`config.mk`:
```
export PLATFORM = sky130hd
export DESIGN_NAME = matrix_keypad_scan_debounce
export DESIGN_NICKNAME = d
export VERILOG_FILES = /design/src/sv/kbd_pkg.sv /design/src/sv/kbd_front.sv /design/src/sv/kbd_queue.sv /design/src/sv/kbd_back.sv /design/src/sv/matrix_keypad_scan_debounce.sv
export SDC_FILE = /design/constraint.sdc
export NUM_CORES = 1
export LEC_CHECK = 0
export ABC_CLOCK_PERIOD_IN_PS = 3450
export BUFFER_PORTS_ARGS = -buffer_cell sky130_fd_sc_hd__buf_2
export CAP_MARGIN = 20
export CORE_MARGIN = 8
export CORE_UTILIZATION = 40
export CTS_CLUSTER_DIAMETER = 200
export DETAILED_ROUTE_END_ITERATION = 8
export PLACE_DENSITY = 0.59
export SLEW_MARGIN = 20
export SYNTH_ARGS = -nofsm -noshare
export SYNTH_HDL_FRONTEND = slang
export SYNTH_HIERARCHICAL = 1
export SYNTH_SLANG_ARGS = --single-unit
```
`constraint.sdc`:
```
create_clock -name clk -period 3.45 [get_ports clk]
set_input_delay 0.1725 -clock clk [delete_from_list [all_inputs] [get_ports clk]]
set_output_delay 0.1725 -clock clk [all_outputs]
set_load 0.05 [all_outputs]
```
`src/sv/kbd_pkg.sv`:
```
// ----------------------------------------------------------------------------
// kbd_pkg - keypad scanner shared types and constants
// Matrix geometry, register indexes, keymap reset values and the entry type
// that travels from the scan front end to the result back end.
// ----------------------------------------------------------------------------
package kbd_pkg;

	// matrix geometry, fixed by the port widths
	localparam int ROWS      = 4;
	localparam int COLUMNS   = 4;
	localparam int KEYS      = ROWS * COLUMNS;
	localparam int ROW_W     = $clog2(ROWS);
	localparam int COL_W     = $clog2(COLUMNS);
	localparam int KEY_W     = ROW_W + COL_W;
	localparam int DRIVE_W   = 4;
	localparam int LEVEL_W   = 4;
	localparam int CODE_W    = 8;

	// configuration port
	localparam int CFG_DATA_W = 64;
	localparam int CFG_IDX_W  = 2;
	localparam logic [CFG_IDX_W-1:0] REG_KEYMAP_LOW  = 2'd0;
	localparam logic [CFG_IDX_W-1:0] REG_KEYMAP_HIGH = 2'd1;
	localparam logic [CFG_DATA_W-1:0] KEYMAP_LOW_RST  = 64'd2681389126241169969;
	localparam logic [CFG_DATA_W-1:0] KEYMAP_HIGH_RST = 64'd2813935235823646775;

	// queue between front and back
	localparam int QUEUE_DEPTH = 2;
	localparam int QPTR_W      = $clog2(QUEUE_DEPTH);
	localparam int QCNT_W      = $clog2(QUEUE_DEPTH + 1);

	// one classified scan tick
	typedef struct packed {
		logic [COLUMNS-1:0] press_mask;
		logic [ROW_W-1:0]   row;
		logic [DRIVE_W-1:0] drive;
	} entry_t;

endpackage

```
`src/sv/kbd_front.sv`:
```
// ----------------------------------------------------------------------------
// kbd_front - scan tick intake and debounce
// Shifts the column levels into each key history of the driven row, updates
// stable states, finds new presses and pushes one entry per tick.
// ----------------------------------------------------------------------------
module kbd_front #(
	parameter int DEBOUNCE_SAMPLES = 4
) (
	input  logic                         clk,
	input  logic                         arst_n,
	input  logic                         in_valid,
	output logic                         in_ready,
	input  logic [kbd_pkg::LEVEL_W-1:0]  column_levels,
	input  logic                         q_full,
	output logic                         q_push,
	output kbd_pkg::entry_t              q_entry
);
	import kbd_pkg::*;

	logic [DEBOUNCE_SAMPLES-1:0] hist_q [KEYS];
	logic [KEYS-1:0]             stable_q;
	logic [ROW_W-1:0]            row_q;

	logic [DEBOUNCE_SAMPLES-1:0] hist_new [COLUMNS];
	logic [COLUMNS-1:0]          all_low;
	logic [COLUMNS-1:0]          all_high;
	logic [COLUMNS-1:0]          press;
	logic [ROW_W-1:0]            row_next;
	logic                        accept;

	assign in_ready = !q_full;
	assign accept   = in_valid && in_ready;
	assign q_push   = accept;

	// new history and press detection for the keys of the driven row
	always_comb begin
		for (int c = 0; c < COLUMNS; c++) begin
			hist_new[c] = {hist_q[{row_q, COL_W'(c)}][DEBOUNCE_SAMPLES-2:0], column_levels[c]};
			all_low[c]  = (hist_new[c] == '0);
			all_high[c] = (hist_new[c] == '1);
			press[c]    = all_low[c] && stable_q[{row_q, COL_W'(c)}];
		end
	end

	// next row and its active-low drive
	always_comb begin
		row_next = (row_q == ROW_W'(ROWS - 1)) ? '0 : row_q + 1'b1;
		q_entry.press_mask = press;
		q_entry.row        = row_q;
		q_entry.drive      = ~(DRIVE_W'(1) << row_next);
	end

	// history, stable state and row registers
	always_ff @(posedge clk or negedge arst_n) begin
		if (!arst_n) begin
			for (int k = 0; k < KEYS; k++) begin
				hist_q[k] <= '1;
			end
			stable_q <= '1;
			row_q    <= '0;
		end else if (accept) begin
			for (int c = 0; c < COLUMNS; c++) begin
				hist_q[{row_q, COL_W'(c)}] <= hist_new[c];
				if (all_low[c]) begin
					stable_q[{row_q, COL_W'(c)}] <= 1'b0;
				end else if (all_high[c]) begin
					stable_q[{row_q, COL_W'(c)}] <= 1'b1;
				end
			end
			row_q <= row_next;
		end
	end

	// row advances by one, wrapping, on every accepted request
	a_row_advance: assert property (@(posedge clk) disable iff (!arst_n)
		accept |=> row_q == (($past(row_q) == ROW_W'(ROWS - 1)) ? '0 : $past(row_q) + 1'b1))
		else $error("row index did not advance");

	// a reported press implies an all-low history for that key
	a_press_from_released: assert property (@(posedge clk) disable iff (!arst_n)
		(q_push && (q_entry.press_mask != '0)) |-> ((press & ~all_low) == '0))
		else $error("press reported without all-low history");

endmodule

```
`src/sv/kbd_queue.sv`:
```
// ----------------------------------------------------------------------------
// kbd_queue - short entry queue
// Two-entry register queue that decouples the scan front end from the
// result back end.
// ----------------------------------------------------------------------------
module kbd_queue (
	input  logic            clk,
	input  logic            arst_n,
	input  logic            push,
	input  kbd_pkg::entry_t push_entry,
	output logic            full,
	input  logic            pop,
	output logic            head_valid,
	output kbd_pkg::entry_t head_entry
);
	import kbd_pkg::*;

	entry_t            mem_q [QUEUE_DEPTH];
	logic [QPTR_W-1:0] wr_ptr_q;
	logic [QPTR_W-1:0] rd_ptr_q;
	logic [QCNT_W-1:0] count_q;

	assign full       = (count_q == QCNT_W'(QUEUE_DEPTH));
	assign head_valid = (count_q != '0);
	assign head_entry = mem_q[rd_ptr_q];

	// entry storage
	always_ff @(posedge clk) begin
		if (push) begin
			mem_q[wr_ptr_q] <= push_entry;
		end
	end

	// pointers and fill count
	always_ff @(posedge clk or negedge arst_n) begin
		if (!arst_n) begin
			wr_ptr_q <= '0;
			rd_ptr_q <= '0;
			count_q  <= '0;
		end else begin
			if (push) begin
				wr_ptr_q <= (wr_ptr_q == QPTR_W'(QUEUE_DEPTH - 1)) ? '0 : wr_ptr_q + 1'b1;
			end
			if (pop) begin
				rd_ptr_q <= (rd_ptr_q == QPTR_W'(QUEUE_DEPTH - 1)) ? '0 : rd_ptr_q + 1'b1;
			end
			count_q <= count_q + QCNT_W'(push) - QCNT_W'(pop);
		end
	end

	a_no_overflow: assert property (@(posedge clk) disable iff (!arst_n)
		push |-> !full)
		else $error("push into full queue");

	a_no_underflow: assert property (@(posedge clk) disable iff (!arst_n)
		pop |-> head_valid)
		else $error("pop from empty queue");

endmodule

```
`src/sv/kbd_back.sv`:
```
// ----------------------------------------------------------------------------
// kbd_back - result sequencer and keymap
// Walks the head entry's press mask in ascending column order, one result
// per cycle unless out_ready stalls; looks up key codes, holds the keymap.
// ----------------------------------------------------------------------------
module kbd_back (
	input  logic                           clk,
	input  logic                           arst_n,
	input  logic                           cfg_we,
	input  logic [kbd_pkg::CFG_IDX_W-1:0]  cfg_index,
	input  logic [kbd_pkg::CFG_DATA_W-1:0] cfg_data,
	input  logic                           head_valid,
	input  kbd_pkg::entry_t                head_entry,
	output logic                           pop,
	output logic                           out_valid,
	input  logic                           out_ready,
	output logic [kbd_pkg::DRIVE_W-1:0]    row_drive,
	output logic                           press_valid,
	output logic [kbd_pkg::KEY_W-1:0]      key_index,
	output logic [kbd_pkg::CODE_W-1:0]     key_code,
	output logic                           last
);
	import kbd_pkg::*;

	logic [2*CFG_DATA_W-1:0] keymap_q;
	logic [COLUMNS-1:0]      done_q;
	logic                    out_valid_q;

	logic [COLUMNS-1:0] remain;
	logic [COL_W-1:0]   col;
	logic [COLUMNS-1:0] col_bit;
	logic [KEY_W-1:0]   idx;
	logic               any;
	logic               is_last;
	logic               fire;

	// keymap registers
	always_ff @(posedge clk or negedge arst_n) begin
		if (!arst_n) begin
			keymap_q <= {KEYMAP_HIGH_RST, KEYMAP_LOW_RST};
		end else if (cfg_we) begin
			unique case (cfg_index)
				REG_KEYMAP_LOW:  keymap_q[CFG_DATA_W-1:0]            <= cfg_data;
				REG_KEYMAP_HIGH: keymap_q[2*CFG_DATA_W-1:CFG_DATA_W] <= cfg_data;
				default: ;
			endcase
		end
	end

	// lowest column still to report
	always_comb begin
		remain = head_entry.press_mask & ~done_q;
		col    = '0;
		for (int c = COLUMNS - 1; c >= 0; c--) begin
			if (remain[c]) begin
				col = COL_W'(c);
			end
		end
		col_bit = COLUMNS'(1) << col;
		any     = (remain != '0);
		is_last = ((remain & ~col_bit) == '0);
		idx     = {head_entry.row, col};
	end

	assign fire      = head_valid && (!out_valid_q || out_ready);
	assign pop       = fire && is_last;
	assign out_valid = out_valid_q;

	// result register
	always_ff @(posedge clk or negedge arst_n) begin
		if (!arst_n) begin
			out_valid_q <= 1'b0;
			done_q      <= '0;
		end else begin
			if (fire) begin
				out_valid_q <= 1'b1;
				done_q      <= is_last ? '0 : (done_q | col_bit);
			end else if (out_ready) begin
				out_valid_q <= 1'b0;
			end
		end
	end

	// result payload
	always_ff @(posedge clk) begin
		if (fire) begin
			row_drive   <= head_entry.drive;
			press_valid <= any;
			key_index   <= any ? idx : '0;
			key_code    <= any ? keymap_q[{idx, 3'b000} +: CODE_W] : '0;
			last        <= is_last;
		end
	end

	// popping an entry always leaves its final result in the register
	a_pop_gives_last: assert property (@(posedge clk) disable iff (!arst_n)
		pop |=> out_valid && last)
		else $error("entry popped without final result");

	// an empty tick result is a single zero result
	a_idle_result: assert property (@(posedge clk) disable iff (!arst_n)
		(out_valid && !press_valid) |-> (last && key_index == '0 && key_code == '0))
		else $error("malformed no-press result");

	// done mask only tracks columns of the head entry
	a_done_subset: assert property (@(posedge clk) disable iff (!arst_n)
		head_valid |-> ((done_q & ~head_entry.press_mask) == '0))
		else $error("done mask outside press mask");

endmodule

```
`src/sv/matrix_keypad_scan_debounce.sv`:
```
// A request's entry is registered in the queue, and its first result is registered by the
// back end from the queue head once the result register is free or out_ready is high.
// One request per cycle when it causes no press and out_ready holds; a request with new
// presses gives one result per press, emitted one per cycle while out_ready holds.
// Reset: asynchronous, all keys released, row 0 driven next, keymap to its default codes.
// ----------------------------------------------------------------------------
// matrix_keypad_scan_debounce - 4x4 keypad scanner with debounce
// Front end debounces each scan tick and classifies new presses, a short
// queue holds the ticks, and the back end emits the press results.
// ----------------------------------------------------------------------------
module matrix_keypad_scan_debounce #(
	parameter int DEBOUNCE_SAMPLES = 4
) (
	input  logic                           clk,
	input  logic                           arst_n,
	input  logic                           cfg_we,
	input  logic [kbd_pkg::CFG_IDX_W-1:0]  cfg_index,
	input  logic [kbd_pkg::CFG_DATA_W-1:0] cfg_data,
	input  logic                           in_valid,
	output logic                           in_ready,
	input  logic [kbd_pkg::LEVEL_W-1:0]    column_levels,
	output logic                           out_valid,
	input  logic                           out_ready,
	output logic [kbd_pkg::DRIVE_W-1:0]    row_drive,
	output logic                           press_valid,
	output logic [kbd_pkg::KEY_W-1:0]      key_index,
	output logic [kbd_pkg::CODE_W-1:0]     key_code,
	output logic                           last
);
	import kbd_pkg::*;

	entry_t push_entry;
	entry_t head_entry;
	logic   push;
	logic   full;
	logic   pop;
	logic   head_valid;

	// scan intake and debounce
	kbd_front #(
		.DEBOUNCE_SAMPLES(DEBOUNCE_SAMPLES)
	) u_front (
		.clk          (clk),
		.arst_n       (arst_n),
		.in_valid     (in_valid),
		.in_ready     (in_ready),
		.column_levels(column_levels),
		.q_full       (full),
		.q_push       (push),
		.q_entry      (push_entry)
	);

	// decoupling queue
	kbd_queue u_queue (
		.clk       (clk),
		.arst_n    (arst_n),
		.push      (push),
		.push_entry(push_entry),
		.full      (full),
		.pop       (pop),
		.head_valid(head_valid),
		.head_entry(head_entry)
	);

	// result sequencing and keymap
	kbd_back u_back (
		.clk        (clk),
		.arst_n     (arst_n),
		.cfg_we     (cfg_we),
		.cfg_index  (cfg_index),
		.cfg_data   (cfg_data),
		.head_valid (head_valid),
		.head_entry (head_entry),
		.pop        (pop),
		.out_valid  (out_valid),
		.out_ready  (out_ready),
		.row_drive  (row_drive),
		.press_valid(press_valid),
		.key_index  (key_index),
		.key_code   (key_code),
		.last       (last)
	);

endmodule
```
# Word level (Yosys, flattened, before mapping)
# Memories as Yosys holds them, arrays and structs flattened.
# Index checks and enable logic that the tools add are counted.
[totals] output_inout_bits=20 mem_count=1 inputBits=75 wordCells=176 ram_bits=20 regBits=237
[memory_table] memory="u_queue.mem_q" words=2 word_bits=10 rd=1 rd_ports_with_merged_regs=0 wr=1 line="kbd_queue.sv:18" source="entry_t mem_q [QUEUE_DEPTH];"
[op_classes] n_mux=63 bitwise=22 magnitude_cmp=16 reduce_logical=29 shift=3 n_eq_ne=7 n_addsub=5
[ops] cell="64-bit bitwise mux" count=4
[ops] cell="16-bit two-way mux" count=11
[ops] cell="128-bit by 8-bit variable part select with 8-bit output" count=1
[ops] cell="16-bit AND" count=4
[ops] cell="4-bit binary-select mux with 4-bit select" count=4
[ops] cell="4-bit demux with 4-bit select" count=4
[ops] cell="3-bit two-way mux" count=8
[ops] cell="5-bit >= comparator, second input constant" count=4
[ops] cell="4-bit zero test" count=5
[ops] cell="4-bit by 5-bit less-than comparator with 1-bit output, second input constant" count=4
[ops] cell="5-bit by 1-bit less-than comparator with 1-bit output, second input constant" count=4
[ops] cell="4-bit two-way mux" count=5
[ops] cell="4-bit inverter with 5-bit output" count=4
[ops] cell="4-bit == test, second input constant" count=4
[ops] cell="4-bit by 1-bit >= comparator with 1-bit output, second input constant" count=4
[ops] cell="13-bit inverter with 16-bit output" count=1
[ops] cell="14-bit inverter with 16-bit output" count=1
[ops] cell="15-bit inverter with 16-bit output" count=1
[ops] cell="16-bit inverter" count=1
[ops] cell="16-bit by 13-bit OR with 16-bit output" count=1
[ops] cell="16-bit by 14-bit OR with 16-bit output" count=1
[ops] cell="16-bit by 15-bit OR with 16-bit output" count=1
[ops] cell="16-bit OR" count=1
[ops] cell="1-bit logical AND" count=15
[ops] cell="other kinds (20)" count=52

# Longest topological paths before layout
[depth] word_depth=19 depth_mapped=12 mapped_depth_nobuf=9

# By module
# The synthesis kept the hierarchy.
[by_module_without_submodules] mod="kbd_back" cells_per_inst=487 area_each_um2=6747.7 seq_area_each_um2=3936.3 instances=1
[by_module_without_submodules] mod="kbd_front" cells_per_inst=318 area_each_um2=3398.3 seq_area_each_um2=1731.7 instances=1
[by_module_without_submodules] mod="kbd_queue" cells_per_inst=46 area_each_um2=957.2 seq_area_each_um2=700.7 instances=1

# Worst setup path before layout
# No wires, ideal clock.
[synth_timing] path_type="register to register" from="register u_queue.rd_ptr_q" to="register u_queue.count_q[1]" slack_ns=0.872 stages_incl_launch_ff=13 arrival_time_ns=2.442 t_required_ns=3.315 setup_time_ns=0.135 n_path_buf=3 period_less_slack_ns=2.578 path_cell_list="dfrtp_1 buf_6 mux2_4 nor2b_1 buf_2 maj3_1 o21ai_1 and2_1 buf_2 ha_1 inv_1 ha_1 xor3_1"
[synth_rtl] item="start: declaration" line="kbd_queue.sv:20" source="logic [QPTR_W-1:0] rd_ptr_q;"
[synth_rtl] item="start signal: assignment" line="kbd_queue.sv:45" source="rd_ptr_q <= (rd_ptr_q == QPTR_W'(QUEUE_DEPTH - 1)) ? '0 : rd_ptr_q + 1'b1;"
[synth_rtl] item="end signal: assignment" line="kbd_queue.sv:47" source="count_q <= count_q + QCNT_W'(push) - QCNT_W'(pop);"
[synth_rtl] item="end: declaration" line="kbd_queue.sv:21" source="logic [QCNT_W-1:0] count_q;"

==> impl_metrics.py <==
metrics = {
    "synth": {
        "synth_top_area_share_pct": 27.92,
        "synthTopCellsByArea": "dfstp_2 28%, dfrtp_1 19%, mux2_2 13%",
        "ys_seq_area_share_pct": 57.36,
        "synth-edff-count": 38,
        "synth-compound-area-share_pct": 11.47,
        "synth_cells": 851,
        "synth-async-reset-ratio_pct": 84.23,
        "ys_types": 56,
        "synthAdderAreaFrac_pct": 0.7663,
        "synth_area_mm2": 0.01110,
        "synth_largest_area_cell": "dfstp_2",
        "synth_most_common_cell": "nand2_1",
        "syn_nets": 932,
        "synthFlopType": "dfstp_2",
        "synth_mux_area_share_pct": 17.92,
        "synth_simple_gate_area_share_pct": 8.283,
        "synth_xor_area_share_pct": 0.3719,
        "synth_common_cells": "135 x nand2_1, 129 x mux2_2, 118 x dfstp_2",
        "ys_ff_latch": 241,
        "synth_warnings": 6,
        "synth.avg_cell_area_um2": 13.05,
        "synth_top_family_by_area": "multiplexers",
    },
    "cts": {
        "worstSkewPairLatency_ns": 0.54,
        "clock-sinks": 241,
        "cts_buffer_depth": 3,
        "cts_tree": "yes",
        "numCtsBuffers": 28,
        "cts_setup_buffers": 0,
        "root_buffer": "clkbuf_16",
        "htree_num_levels": 1,
        "clk_pin_slew_ns": 0.06,
        "cts_resized": 0,
    },
    "status": {
        "status": "finished, final reports clean",
    },
    "power_and_ir_drop": {
        "power_mw": 11.65,
        "power.density_mw_per_mm2": 863.2,
        "ir_drop_v": 0.0006013,
        "leakagePower_nw": 5.503,
    },
    "grt": {
        "grt_max_degree": 104,
        "grt_pass1_wl_um": 44870,
        "antenna_found_initial": 0,
        "grt_remaining_overflow": 0,
        "grt_pass1_vias": 8023,
        "grt_use_total_pct": 16.72,
    },
    "worst_setup_path": {
        "crit_path_start_kind": "register",
        "worst_path_largest_cell_delay_ns": 0.37,
        "cp-end-kind": "register",
        "cp_num_buf_inv": 2,
        "critPathArrivalTime_ns": 3.28,
        "cpMaxStageDelayCell": "maj3_1",
        "crit_required_ns": 3.86,
        "path_class": "register to register",
        "cp_common_cell": "ha_1",
        "crit_path_max_fanout": 23,
        "cpLargestDelayFamily": "adder cells",
        "crit_chain": "buf_4 > mux2_4 > and2b_4 > maj3_1 > o21ai_1 > and2_1 > ha_1 > inv_1 > ha_1 > xor3_1",
    },
    "final_layout": {
        "diodes": 0,
        "fillers": 2394,
        "finish.utilization_pct": 49.00,
        "drive_gt1_share_pct": 42.97,
        "nets": 1083,
        "final_cell_area_mm2": 0.01350,
        "syn_to_final_growth_pct": 21.59,
    },
    "floorplanning": {
        "io_pins": 95,
        "die_y_um": 182.6,
        "rows": 61,
        "core_area_mm2": 0.02755,
        "start_util_pct": 40.30,
        "die_x_um": 182.6,
        "die_area_mm2": 0.03334,
    },
    "sta": {
        "rsz0062_at_grt": "no",
        "slew_violations": 0,
        "setup-tns-final_ns": 0,
        "fmax_ghz": 0.3488,
        "max-slew-margin-rel_pct": 28.05,
        "tightest_slew_ns": 1.077,
        "timing.final.crit_period_ns": 2.867,
        "skew_ns": 0.008843,
        "setup_violations": 0,
        "post-route-period-util_pct": 83.10,
        "hold_viol_final": 0,
    },
    "run": {
        "drv_cap": 0,
    },
    "placement": {
        "hpwlAfterDp_um": 17680,
        "dpl_cell_area_mm2": 0.01191,
        "io_buffer_count": 94,
        "place.gp.congestion": 0.7606,
    },
    "detailed_routing": {
        "drt_iter0_markers": 355,
        "drt_wl_total_um": 27610,
        "dr.pass1.iters": 5,
        "num_vias": 7446,
        "ant_nets": 0,
        "drc": 0,
        "wl_per_cell_um": 19.69,
        "vias_per_cell": 5.311,
    },
    "worst_hold_path": {
        "hold_class": "input pin to register",
    },
}
-- flip-flops by register name, indices dropped and copies added (netlist names), named ones only --
name                flops
u_back/press_valid      1
u_back/row_drive        4
u_back/done_q           4
u_queue/count_q         2
u_queue/mem_q          20
u_front/row_q           2
u_queue/wr_ptr_q        1
u_back/out_valid        1
u_queue/rd_ptr_q        1
u_back/keymap_q       128
u_front/hist_q         48
u_back/key_code         8
u_back/last             1
u_back/key_index        4
-- through the flow --
step	setup WS [ns]	instances	hold slack, ns
global placement	0.6340	1284	0.3532
finish	0.5830	1402	0.03841
global route	0.3444	1402	0.05445
floorplan	0.8721	851	-0.1231
CTS	0.5266	1402	0.01055
detailed placement	0.5420	1284	0.3459
-- worst reg2reg max path, cell delays in order (launching register included) --
cell	delay (ns)
dfrtp_1	0.36
buf_4	0.23
mux2_4	0.34
and2b_4	0.28
maj3_1	0.37
o21ai_1	0.18
and2_1	0.31
ha_1	0.28
inv_1	0.05
ha_1	0.14
xor3_1	0.21
-- routing by layer --
metal,part of all wire [%],vias up,GRT usage [%],wire [um]
met4,2.4,0,5.051,669
li1,-,3472,-,-
met3,3.9,47,2.565,1076
met2,49,161,28.32,13480
met1,45,3766,21.76,12380
met5,0,-,0,0
-- worst paths after layout --
kind / startpoint / slack [ns] / to / cells after the start
max: u_queue/rd_ptr_q$_DFFE_PN0P_ / 0.58 / u_queue/count_q[1]$_DFF_PN0_ / 10
min: column_levels[3] / 0.04 / register / 3
max reg2reg: u_queue/rd_ptr_q$_DFFE_PN0P_ / 0.58 / u_queue/count_q[1]$_DFF_PN0_ / 10
min reg2reg: u_front/hist_q[29]$_DFFE_PN1P_ / 0.45 / u_front/hist_q[29]$_DFFE_PN1P_ / 2
max in group asynchronous: arst_n / 2.23 / u_front/hist_q[36]$_DFFE_PN1P_ / 3
min in group asynchronous: arst_n / 0.32 / u_back/keymap_q[30]$_DFFE_PN0P_ / 2
-- layout make-up --
class / count / area (um^2) / area share [%]
inverters: 15 / 56.30 / 0.4171
multi-input cells: 533 / 4330 / 32.08
repair buffers: 183 / 1338 / 9.907
well taps: 378 / 473.0 / 3.503
flip-flops and latches: 241 / 6369 / 47.17
clock inverters: 12 / 117.6 / 0.8712
clock buffers: 40 / 817.0 / 6.052
-- logic make-up (layout without fill, tap and decap cells) --
family,after synthesis,count (layout)
adders and majority gates,7,7
xor gates and xnor gates,3,3
buffers and inverters,77,250
AOI/OAI and AO/OA,173,173
and+or+nand+nor,196,196
DFF,241,241
muxes,154,154
-- where the power goes --
group	internal [mW]	switching, mW
clock	1.79	1.14
combinational	1.60	2.67
sequential	4.02	0.433
total	7.42	4.24
-- layout by cell type (no fill, tap or decap), types with 4 or more instances in the layout --
cell	count
nand4_1	9
clkbuf_8	6
buf_2	93
nand3b_1	5
ha_1	6
mux2_4	9
and3b_1	4
mux2_2	129
nor2_1	12
o41ai_2	4
nor4_1	4
a221o_1	19
clkbuf_1	6
nor2b_1	5
mux4_1	11
a22o_1	6
clkbuf_16	29
a22oi_1	4
dfstp_2	118
nand2_1	135
inv_1	15
nand2b_1	6
dlygate4sd3_1	66
o22ai_1	4
mux4_2	5
dfrtp_1	85
o21ai_1	5
and2_1	4
buf_4	21
edfxtp_1	38
o41ai_1	12
a21oi_1	41
a41oi_1	16
a221oi_1	13
o21ai_0	26
clkinv_2	8
a31oi_1	4
-- timing repair --
action                                 in CTS  in global routing
endpoints found under the hold margin     195                  0
setup endpoints to repair                   0                  0
hold buffers                               66                  0
(Power assumes the default switching activity.)
